[src/design/ascii_coordinate_line_parser_assert.svh]
// Assertion macros shared by the parser RTL.
`ifndef ASCII_COORDINATE_LINE_PARSER_ASSERT_SVH
`define ASCII_COORDINATE_LINE_PARSER_ASSERT_SVH

// Same-cycle implication.
`define ACL_ASSERT_NOW(label, clk, rst, ante, cons, msg) \
   label: assert property (@(posedge clk) disable iff (rst) (ante) |-> (cons)) \
      else $error(msg);

// Next-cycle implication.
`define ACL_ASSERT_NEXT(label, clk, rst, ante, cons, msg) \
   label: assert property (@(posedge clk) disable iff (rst) (ante) |=> (cons)) \
      else $error(msg);

`endif

[src/design/acl_pkg.sv]
package acl_pkg;

   localparam int LEN_W   = 7;
   localparam int KEPT_W  = 5;
   localparam int PHASE_W = 3;
   localparam int COORD_W = 16;
   localparam int BYTE_W  = 8;
   localparam int STAT_W  = 2;

   localparam int MAX_LINE_BYTES_DEF = 64;
   localparam int MAX_KEPT_CHARS_DEF = 31;

   localparam logic [LEN_W-1:0] LEN_SAT = {LEN_W{1'b1}};

   localparam logic [BYTE_W-1:0] CHAR_NL    = 8'h0A;
   localparam logic [BYTE_W-1:0] CHAR_CR    = 8'h0D;
   localparam logic [BYTE_W-1:0] CHAR_COMMA = 8'h2C;
   localparam logic [BYTE_W-1:0] CHAR_MINUS = 8'h2D;
   localparam logic [BYTE_W-1:0] CHAR_ZERO  = 8'h30;
   localparam logic [BYTE_W-1:0] CHAR_NINE  = 8'h39;

   // parse phases
   localparam logic [PHASE_W-1:0] PH_SEEK   = 3'd0;
   localparam logic [PHASE_W-1:0] PH_XDIG   = 3'd1;
   localparam logic [PHASE_W-1:0] PH_YSTART = 3'd2;
   localparam logic [PHASE_W-1:0] PH_YSIGN  = 3'd3;
   localparam logic [PHASE_W-1:0] PH_YDIG   = 3'd4;
   localparam logic [PHASE_W-1:0] PH_DONE   = 3'd5;
   localparam logic [PHASE_W-1:0] PH_FAIL   = 3'd6;

   // line status codes
   localparam logic [STAT_W-1:0] ST_OK      = 2'd0;
   localparam logic [STAT_W-1:0] ST_FAIL    = 2'd1;
   localparam logic [STAT_W-1:0] ST_TOOLONG = 2'd2;

   typedef logic [COORD_W-1:0] coord_type;

   // acc * 10 + digit, wrapped to the accumulator width
   function automatic coord_type acc_digit(input coord_type acc,
                                           input logic [BYTE_W-1:0] c);
      logic [BYTE_W-1:0] d;
      d = c - CHAR_ZERO;
      return (acc << 3) + (acc << 1) + coord_type'(d[3:0]);
   endfunction

endpackage

[src/design/acl_if.sv]
interface acl_req_if import acl_pkg::*; ();
   logic              valid;
   logic              ready;
   logic [BYTE_W-1:0] rx_byte;

   modport source (output valid, output rx_byte, input ready);
   modport sink   (input valid, input rx_byte, output ready);
endinterface

interface acl_rsp_if import acl_pkg::*; ();
   logic                      valid;
   logic                      ready;
   logic [STAT_W-1:0]         line_status;
   logic signed [COORD_W-1:0] x_coord;
   logic signed [COORD_W-1:0] y_coord;

   modport source (output valid, output line_status, output x_coord, output y_coord,
                   input ready);
   modport sink   (input valid, input line_status, input x_coord, input y_coord,
                   output ready);
endinterface

[src/design/ascii_coordinate_line_parser.sv]
// A newline word is judged and loaded into the result register by its accepting edge.
// Throughput: one byte word per cycle; the parse state and the x10 accumulate
// update in a single pass between the state registers and the result register.
// Input stalls only while a result word is held and the sink is not ready.
// Reset (synchronous, active high) clears parse state and the result valid.
`include "ascii_coordinate_line_parser_assert.svh"

module ascii_coordinate_line_parser import acl_pkg::*; #(
   parameter int MAX_LINE_BYTES = MAX_LINE_BYTES_DEF,
   parameter int MAX_KEPT_CHARS = MAX_KEPT_CHARS_DEF
) (
   input logic        clock,
   input logic        reset,
   acl_req_if.sink    req,
   acl_rsp_if.source  rsp
);

   // ---- parse state -------------------------------------------------------
   logic [PHASE_W-1:0] phase_ff,   phase_in;
   logic [LEN_W-1:0]   len_ff,     len_in;
   logic [KEPT_W-1:0]  kept_ff,    kept_in;
   logic               stopped_ff, stopped_in;
   coord_type          xacc_ff,    xacc_in;
   coord_type          yacc_ff,    yacc_in;
   logic               yneg_ff,    yneg_in;

   // ---- result register ---------------------------------------------------
   logic               rsp_valid_ff, rsp_valid_in;
   logic [STAT_W-1:0]  status_ff,    status_in;
   coord_type          xout_ff,      xout_in;
   coord_type          yout_ff,      yout_in;

   logic [BYTE_W-1:0]  c;
   logic               accept;
   logic               is_nl, is_digit, is_keepable;

   assign c           = req.rx_byte;
   assign req.ready   = !rsp_valid_ff || rsp.ready;   // result reg free or read
   assign accept      = req.valid && req.ready;
   assign is_nl       = (c == CHAR_NL);
   assign is_digit    = (c >= CHAR_ZERO) && (c <= CHAR_NINE);
   assign is_keepable = is_digit || (c == CHAR_COMMA) || (c == CHAR_MINUS);

   assign rsp.valid       = rsp_valid_ff;
   assign rsp.line_status = status_ff;
   assign rsp.x_coord     = xout_ff;
   assign rsp.y_coord     = yout_ff;

   always_comb begin
      phase_in     = phase_ff;
      len_in       = len_ff;
      kept_in      = kept_ff;
      stopped_in   = stopped_ff;
      xacc_in      = xacc_ff;
      yacc_in      = yacc_ff;
      yneg_in      = yneg_ff;
      rsp_valid_in = rsp_valid_ff && !rsp.ready;
      status_in    = status_ff;
      xout_in      = xout_ff;
      yout_in      = yout_ff;

      if (accept) begin
         if (is_nl) begin
            // end of line: judge it, emit one result word, start afresh
            rsp_valid_in = 1'b1;
            xout_in      = '0;
            yout_in      = '0;
            if (len_ff >= LEN_W'(MAX_LINE_BYTES)) begin
               status_in = ST_TOOLONG;
            end else if (phase_ff == PH_YDIG || phase_ff == PH_DONE) begin
               status_in = ST_OK;
               xout_in   = xacc_ff;
               yout_in   = yneg_ff ? coord_type'(-yacc_ff) : yacc_ff;
            end else begin
               status_in = ST_FAIL;
            end
            phase_in   = PH_SEEK;
            len_in     = '0;
            kept_in    = '0;
            stopped_in = 1'b0;
            xacc_in    = '0;
            yacc_in    = '0;
            yneg_in    = 1'b0;
         end else begin
            if (len_ff != LEN_SAT) begin
               len_in = len_ff + 1'b1;
            end
            if (phase_ff == PH_SEEK) begin
               // everything before the first digit is skipped, CR included
               if (is_digit) begin
                  phase_in = PH_XDIG;
                  xacc_in  = acc_digit('0, c);
                  kept_in  = KEPT_W'(1);
               end
            end else if (!stopped_ff && (kept_ff < KEPT_W'(MAX_KEPT_CHARS))) begin
               if (c == CHAR_CR) begin
                  stopped_in = 1'b1;
               end else if (is_keepable) begin
                  kept_in = kept_ff + 1'b1;
                  case (phase_ff)
                     PH_XDIG: begin
                        if (is_digit) begin
                           xacc_in = acc_digit(xacc_ff, c);
                        end else if (c == CHAR_COMMA) begin
                           phase_in = PH_YSTART;
                        end else begin
                           phase_in = PH_FAIL;
                        end
                     end
                     PH_YSTART: begin
                        if (is_digit) begin
                           yacc_in  = acc_digit(yacc_ff, c);
                           phase_in = PH_YDIG;
                        end else if (c == CHAR_MINUS) begin
                           yneg_in  = 1'b1;
                           phase_in = PH_YSIGN;
                        end else begin
                           phase_in = PH_FAIL;
                        end
                     end
                     PH_YSIGN: begin
                        if (is_digit) begin
                           yacc_in  = acc_digit(yacc_ff, c);
                           phase_in = PH_YDIG;
                        end else begin
                           phase_in = PH_FAIL;
                        end
                     end
                     PH_YDIG: begin
                        if (is_digit) begin
                           yacc_in = acc_digit(yacc_ff, c);
                        end else begin
                           phase_in = PH_DONE;   // trailing kept text ignored
                        end
                     end
                     default: begin
                        // done or failed: nothing more to learn from this line
                     end
                  endcase
               end
            end
         end
      end
   end

   always_ff @(posedge clock) begin
      if (reset) begin
         phase_ff     <= PH_SEEK;
         len_ff       <= '0;
         kept_ff      <= '0;
         stopped_ff   <= 1'b0;
         xacc_ff      <= '0;
         yacc_ff      <= '0;
         yneg_ff      <= 1'b0;
         rsp_valid_ff <= 1'b0;
      end else begin
         phase_ff     <= phase_in;
         len_ff       <= len_in;
         kept_ff      <= kept_in;
         stopped_ff   <= stopped_in;
         xacc_ff      <= xacc_in;
         yacc_ff      <= yacc_in;
         yneg_ff      <= yneg_in;
         rsp_valid_ff <= rsp_valid_in;
      end
   end

   // result payload needs no reset
   always_ff @(posedge clock) begin
      status_ff <= status_in;
      xout_ff   <= xout_in;
      yout_ff   <= yout_in;
   end

   // ---- checks ------------------------------------------------------------
   `ACL_ASSERT_NEXT(a_nl_gives_word, clock, reset, accept && is_nl, rsp_valid_ff, "newline gave no result word")
   `ACL_ASSERT_NEXT(a_nl_clears, clock, reset, accept && is_nl, phase_ff == PH_SEEK && len_ff == '0 && kept_ff == '0, "line state not cleared after newline")
   `ACL_ASSERT_NOW(a_fail_zero, clock, reset, rsp_valid_ff && status_ff != ST_OK, xout_ff == '0 && yout_ff == '0, "coordinates not zero on failed line")
   `ACL_ASSERT_NOW(a_kept_bound, clock, reset, 1'b1, kept_ff <= KEPT_W'(MAX_KEPT_CHARS), "kept count beyond limit")

endmodule
[src/flat_wrapper.sv]
// flat-port wrapper written by rule: the top's interface ports become plain ports
module ascii_coordinate_line_parser_flat import acl_pkg::*;
#(
   parameter int MAX_LINE_BYTES = MAX_LINE_BYTES_DEF,
   parameter int MAX_KEPT_CHARS = MAX_KEPT_CHARS_DEF
)
  (clock, reset, req_valid, req_rx_byte, req_ready, rsp_valid, rsp_line_status, rsp_x_coord, rsp_y_coord, rsp_ready);
  acl_req_if req_i ();
  acl_rsp_if rsp_i ();
  input logic clock;
  input logic reset;
  input wire logic [$bits(req_i.valid)-1:0] req_valid;
  input wire logic [$bits(req_i.rx_byte)-1:0] req_rx_byte;
  output wire logic [$bits(req_i.ready)-1:0] req_ready;
  output wire logic [$bits(rsp_i.valid)-1:0] rsp_valid;
  output wire logic [$bits(rsp_i.line_status)-1:0] rsp_line_status;
  output wire logic [$bits(rsp_i.x_coord)-1:0] rsp_x_coord;
  output wire logic [$bits(rsp_i.y_coord)-1:0] rsp_y_coord;
  input wire logic [$bits(rsp_i.ready)-1:0] rsp_ready;
  assign req_i.valid = req_valid;
  assign req_i.rx_byte = req_rx_byte;
  assign req_ready = req_i.ready;
  assign rsp_valid = rsp_i.valid;
  assign rsp_line_status = rsp_i.line_status;
  assign rsp_x_coord = rsp_i.x_coord;
  assign rsp_y_coord = rsp_i.y_coord;
  assign rsp_i.ready = rsp_ready;
  ascii_coordinate_line_parser #(.MAX_LINE_BYTES(MAX_LINE_BYTES), .MAX_KEPT_CHARS(MAX_KEPT_CHARS)) u_core (.clock(clock), .reset(reset), .req(req_i), .rsp(rsp_i));
endmodule
[config.mk]
export PLATFORM = sky130hd
export DESIGN_NAME = ascii_coordinate_line_parser_flat
export DESIGN_NICKNAME = d
export VERILOG_FILES = /design/src/design/acl_pkg.sv /design/src/design/acl_if.sv /design/src/design/ascii_coordinate_line_parser.sv /design/src/flat_wrapper.sv
export VERILOG_INCLUDE_DIRS = /design/src /design/src/design
export SDC_FILE = /design/constraint.sdc
export NUM_CORES = 1
export LEC_CHECK = 0
export BUFFER_PORTS_ARGS = -buffer_cell sky130_fd_sc_hd__buf_2
export CAP_MARGIN = 10
export CORE_ASPECT_RATIO = 1.4
export CORE_MARGIN = 1
export CORE_UTILIZATION = 60
export CTS_CLUSTER_SIZE = 28
export DETAILED_ROUTE_END_ITERATION = 8
export GPL_ROUTABILITY_DRIVEN = 0
export PLACE_DENSITY = 0.85
export SYNTH_ARGS = -nofsm -noshare
export SYNTH_HDL_FRONTEND = slang
export SYNTH_SLANG_ARGS = --single-unit
export TNS_END_PERCENT = 30
[constraint.sdc]
create_clock -name clock -period 3.6 [get_ports clock]
set_input_delay 0.72 -clock clock [delete_from_list [all_inputs] [get_ports clock]]
set_output_delay 0.72 -clock clock [all_outputs]
set_load 0.02 [all_outputs]
==> results_tabular.tex <==
\begin{tabular}{lr}
\hline
Metric & Value \\
\hline
\multicolumn{2}{l}{\textbf{Outcome}} \\
Run status & completed \\
\multicolumn{2}{l}{\textbf{STA}} \\
Measured slew at the worst slew-check pin & 0.900 ns \\
Count of endpoints failing hold in the final timing report & 0 \\
Total of endpoints with negative setup slack in the final report & 0 \\
Final worst path period need & 3.16 ns \\
Worst clock skew & 0.00766 ns \\
Final clock period utilization by the worst path & 87.7\% \\
Headroom to the max-slew limit & 39.6\% \\
Final-report max-slew violation count & 0 \\
Fmax & 317 MHz \\
Final worst hold slack & 0.494 ns \\
Setup TNS after final layout & 0 ns \\
Setup repair after global routing missed its margin & no \\
\multicolumn{2}{l}{\textbf{Global route}} \\
Via count of the first global-routing pass & 4386 \\
Global router's overall resource usage & 27.3\% \\
Largest net degree at the start of global routing & 46 \\
Wire length of the first global-routing pass & 19600 µm \\
Overflow left after global routing & 0 \\
Antenna violations before repair & 0 \\
\multicolumn{2}{l}{\textbf{Yosys}} \\
Number of flip-flops and latches in the synthesized netlist & 84 \\
Most frequent cell after synthesis & sky130\_fd\_sc\_hd\_\_nor2\_1 \\
Yosys Warn Count & 0 \\
Post-synth top cells & sky130\_fd\_sc\_hd\_\_nor2\_1 (66), sky130\_fd\_sc\_hd\_\_ha\_1 (56), sky130\_fd\_sc\_hd\_\_a21oi\_1 (50), sky130\_fd\_sc\_hd\_\_dfxtp\_1 (50), sky130\_fd\_sc\_hd\_\_nand2\_1 (45) \\
EDFF count, synth & 34 \\
Post-Synthesis Cell Area & 5380 µm² \\
Mapped Nets & 654 \\
Sequential fraction of the synthesis area & 37.6\% \\
Cells after synthesis & 582 \\
Mean post-synth cell area & 9.24 µm² \\
Count of cell types in the netlist & 60 \\
Cell types occupying the most area after synthesis & sky130\_fd\_sc\_hd\_\_edfxtp\_1 (19\%), sky130\_fd\_sc\_hd\_\_dfxtp\_1 (19\%), sky130\_fd\_sc\_hd\_\_ha\_1 (13\%) \\
Commonest register cell after synthesis & sky130\_fd\_sc\_hd\_\_dfxtp\_1 \\
Async SR Flop Fraction & 0\% \\
Synth area leader & sky130\_fd\_sc\_hd\_\_edfxtp\_1 \\
Fraction of synthesized cell area taken by the top area cell type & 19.0\% \\
\multicolumn{2}{l}{\textbf{Detailed routing}} \\
Routed wire length & 11900 µm \\
Initial DRT Pass Iterations & 5 \\
Initial DRC count & 223 \\
Drc violations & 0 \\
Count of antenna-violating nets left after detailed routing & 0 \\
Avg Vias per Cell & 6.14 \\
Via count & 4489 \\
Wire length per cell & 16.3 µm \\
\multicolumn{2}{l}{\textbf{Final layout}} \\
Number of standard cells in the final layout excluding fillers & 731 \\
Share of post-route cells with drive strength above 1 & 12.6\% \\
Final instance area & 5990 µm² \\
Count of inserted antenna diode cells & 0 \\
Layout overhead on the synthesized area & 11.4\% \\
Final-layout fill cell count & 675 \\
Net total in the final layout & 693 \\
\multicolumn{2}{l}{\textbf{Clock network}} \\
Maximum buffer depth of the clock tree & 2 \\
Skew-Pair Late Insertion Delay & 0.35 ns \\
CTS root buffer & sky130\_fd\_sc\_hd\_\_clkbuf\_16 \\
Worst-path clk slew & 0.06 ns \\
Clock sinks & 84 \\
Total of hold buffers inserted after clock tree synthesis & 0 \\
CTS Buf Count & 9 \\
Resize count post-CTS & 0 \\
Post-CTS setup buffers & 0 \\
TritonCTS clock tree & built \\
Total number of H-tree levels & 3 \\
\multicolumn{2}{l}{\textbf{Power and ir drop}} \\
Power density cells & 344 nW/µm² \\
Maximum vdd ir drop & 0.313 mV \\
Total Power Consumption & 2.06 mW \\
Leakage & 2.57 nW \\
\multicolumn{2}{l}{\textbf{Setup path}} \\
Max stage delay cell, worst path & sky130\_fd\_sc\_hd\_\_fa\_1 \\
Setup slack, reg-to-reg & 0.55 ns \\
Launching instance or port of the critical path & req\_rx\_byte[3] \\
Largest fanout on the critical path & 5 \\
Type of the worst setup path & in2reg \\
Data required, critical path & 3.87 ns \\
Slowest cell delay on critical path & 0.61 ns \\
R2r startpoint & u\_core.yacc\_ff[2]\$\_SDFFE\_PP0P\_ \\
Cell with the most instances on the worst path & sky130\_fd\_sc\_hd\_\_inv\_1 \\
Worst reg2reg path endpoint & u\_core.yacc\_ff[15]\$\_SDFFE\_PP0P\_ \\
Crit path arrival time & 3.43 ns \\
End point of the critical path & u\_core.xacc\_ff[13]\$\_SDFFE\_PP0P\_ \\
R2R depth & 11 \\
Critical Path Sink Type & register \\
Critical path startpoint category & input port \\
List of cells traversed by the critical path & buf\_2 -> inv\_1 -> fa\_1 -> inv\_1 -> ha\_1 -> a211oi\_1 -> nor2\_1 -> a21o\_1 -> o41ai\_1 -> xor2\_1 -> or3\_1 -> a21oi\_1 \\
\multicolumn{2}{l}{\textbf{Floorplan}} \\
Die area & 9350 µm² \\
Y dimension of the die & 114 µm \\
Initial core utilization & 62.1\% \\
Die Wd & 82.0 µm \\
\# IOs & 48 \\
Cell row count & 40 \\
Area of the placeable core & 8660 µm² \\
\multicolumn{2}{l}{\textbf{Placed design}} \\
HPWL Detailed & 8470 µm \\
Cell count after placement & 715 \\
Instance area after placement & 5670 µm² \\
IO buf count & 47 \\
\multicolumn{2}{l}{\textbf{Flow run}} \\
Maximum capacitance violations & 0 \\
\multicolumn{2}{l}{\textbf{Min path}} \\
Hold Path Class & reg2reg \\
\hline
\end{tabular}
## critical path: cells and delay by family
family / cells / cell delay, ns
compound gates: 4 / 0.96
fa+ha+maj: 2 / 0.92
simple gates: 2 / 0.45
buf+inv: 3 / 0.28
xor+xnor: 1 / 0.10
## cell type report
cell class	instances	area, µm²	area share (%)
Clock buffer	9	225	3.76
Clock inverter	7	100	1.67
Inverter	22	82.6	1.38
Multi-Input combinational cell	450	3140	52.4
Sequential cell	84	2020	33.8
Tap cell	105	131	2.19
Timing Repair Buffer	54	288	4.80
## registers in the layout, indices dropped and copies added (netlist names)
register and cells:
u_core.stopped_ff 1, u_core.len_ff 7, u_core.phase_ff 3, u_core.kept_ff 5
u_core.yacc_ff 16, u_core.rsp.x_coord 16, u_core.rsp.y_coord 16, u_core.rsp.valid 1
u_core.rsp.line_status 2, u_core.xacc_ff 16, u_core.yneg_ff 1
## cells in the final DEF, fill, tap and decap left out, types with 17 or more instances in the layout
| cell | n |
|---|---|
| sky130_fd_sc_hd__nand2_1 | 45 |
| sky130_fd_sc_hd__ha_1 | 56 |
| sky130_fd_sc_hd__xor2_1 | 27 |
| sky130_fd_sc_hd__buf_2 | 47 |
| sky130_fd_sc_hd__a21oi_1 | 50 |
| sky130_fd_sc_hd__edfxtp_1 | 34 |
| sky130_fd_sc_hd__inv_1 | 22 |
| sky130_fd_sc_hd__dfxtp_1 | 50 |
| sky130_fd_sc_hd__and2_1 | 17 |
| sky130_fd_sc_hd__nor2_1 | 66 |
| sky130_fd_sc_hd__o21ai_0 | 22 |
## routing by layer
| metal | vias to the layer above | wire, µm | GRT usage (%) |
|---|---|---|---|
| li1 | 2181 | - | - |
| met1 | 2159 | 4740 | 30.5 |
| met2 | 125 | 6420 | 48.5 |
| met3 | 24 | 495 | 5.44 |
| met4 | 0 | 269 | 12.7 |
| met5 | - | 0 | 0 |
## worst min path at each step
stage / from / end / slack, ns / cells past startpoint
after detailed placement: u_core.xacc_ff[13]$_SDFFE_PP0P_ / u_core.xacc_ff[13]$_SDFFE_PP0P_ / 0.48 / 2
after global routing: u_core.kept_ff[2]$_SDFFE_PP0P_ / u_core.kept_ff[2]$_SDFFE_PP0P_ / 0.52 / 2
after global placement: u_core.yacc_ff[15]$_SDFFE_PP0P_ / u_core.yacc_ff[15]$_SDFFE_PP0P_ / 0.46 / 2
after floorplan: u_core.xacc_ff[13]$_SDFFE_PP0P_ / u_core.xacc_ff[13]$_SDFFE_PP0P_ / 0.44 / 2
final: u_core.kept_ff[2]$_SDFFE_PP0P_ / u_core.kept_ff[2]$_SDFFE_PP0P_ / 0.49 / 2
after CTS: u_core.xacc_ff[13]$_SDFFE_PP0P_ / u_core.xacc_ff[13]$_SDFFE_PP0P_ / 0.49 / 2
## through the flow
step / worst slack, ns / util (%)
floorplan: 0.485 / -
global placement: 0.211 / 65.4
detailed placement: 0.0987 / 65.4
CTS: 0.450 / 69.2
global route: 0.233 / 69.2
finish: 0.442 / 69.2
## power breakdown
part / internal (mW) / switching (mW) / total, mW
logic: 0.0221 / 0.0439 / 0.0661
registers: 0.985 / 0.00396 / 0.989
clock network: 0.611 / 0.397 / 1.01
## kinds of logic after synthesis
family	Yosys count	share of synthesized area, %
compound gates	132	16.2
mux	6	1.12
simple gates	210	19.8
fa+ha+maj	60	14.5
flops	84	37.6
xor+xnor	42	6.84
buf+inv	48	3.96
(Power assumes the default switching activity.)
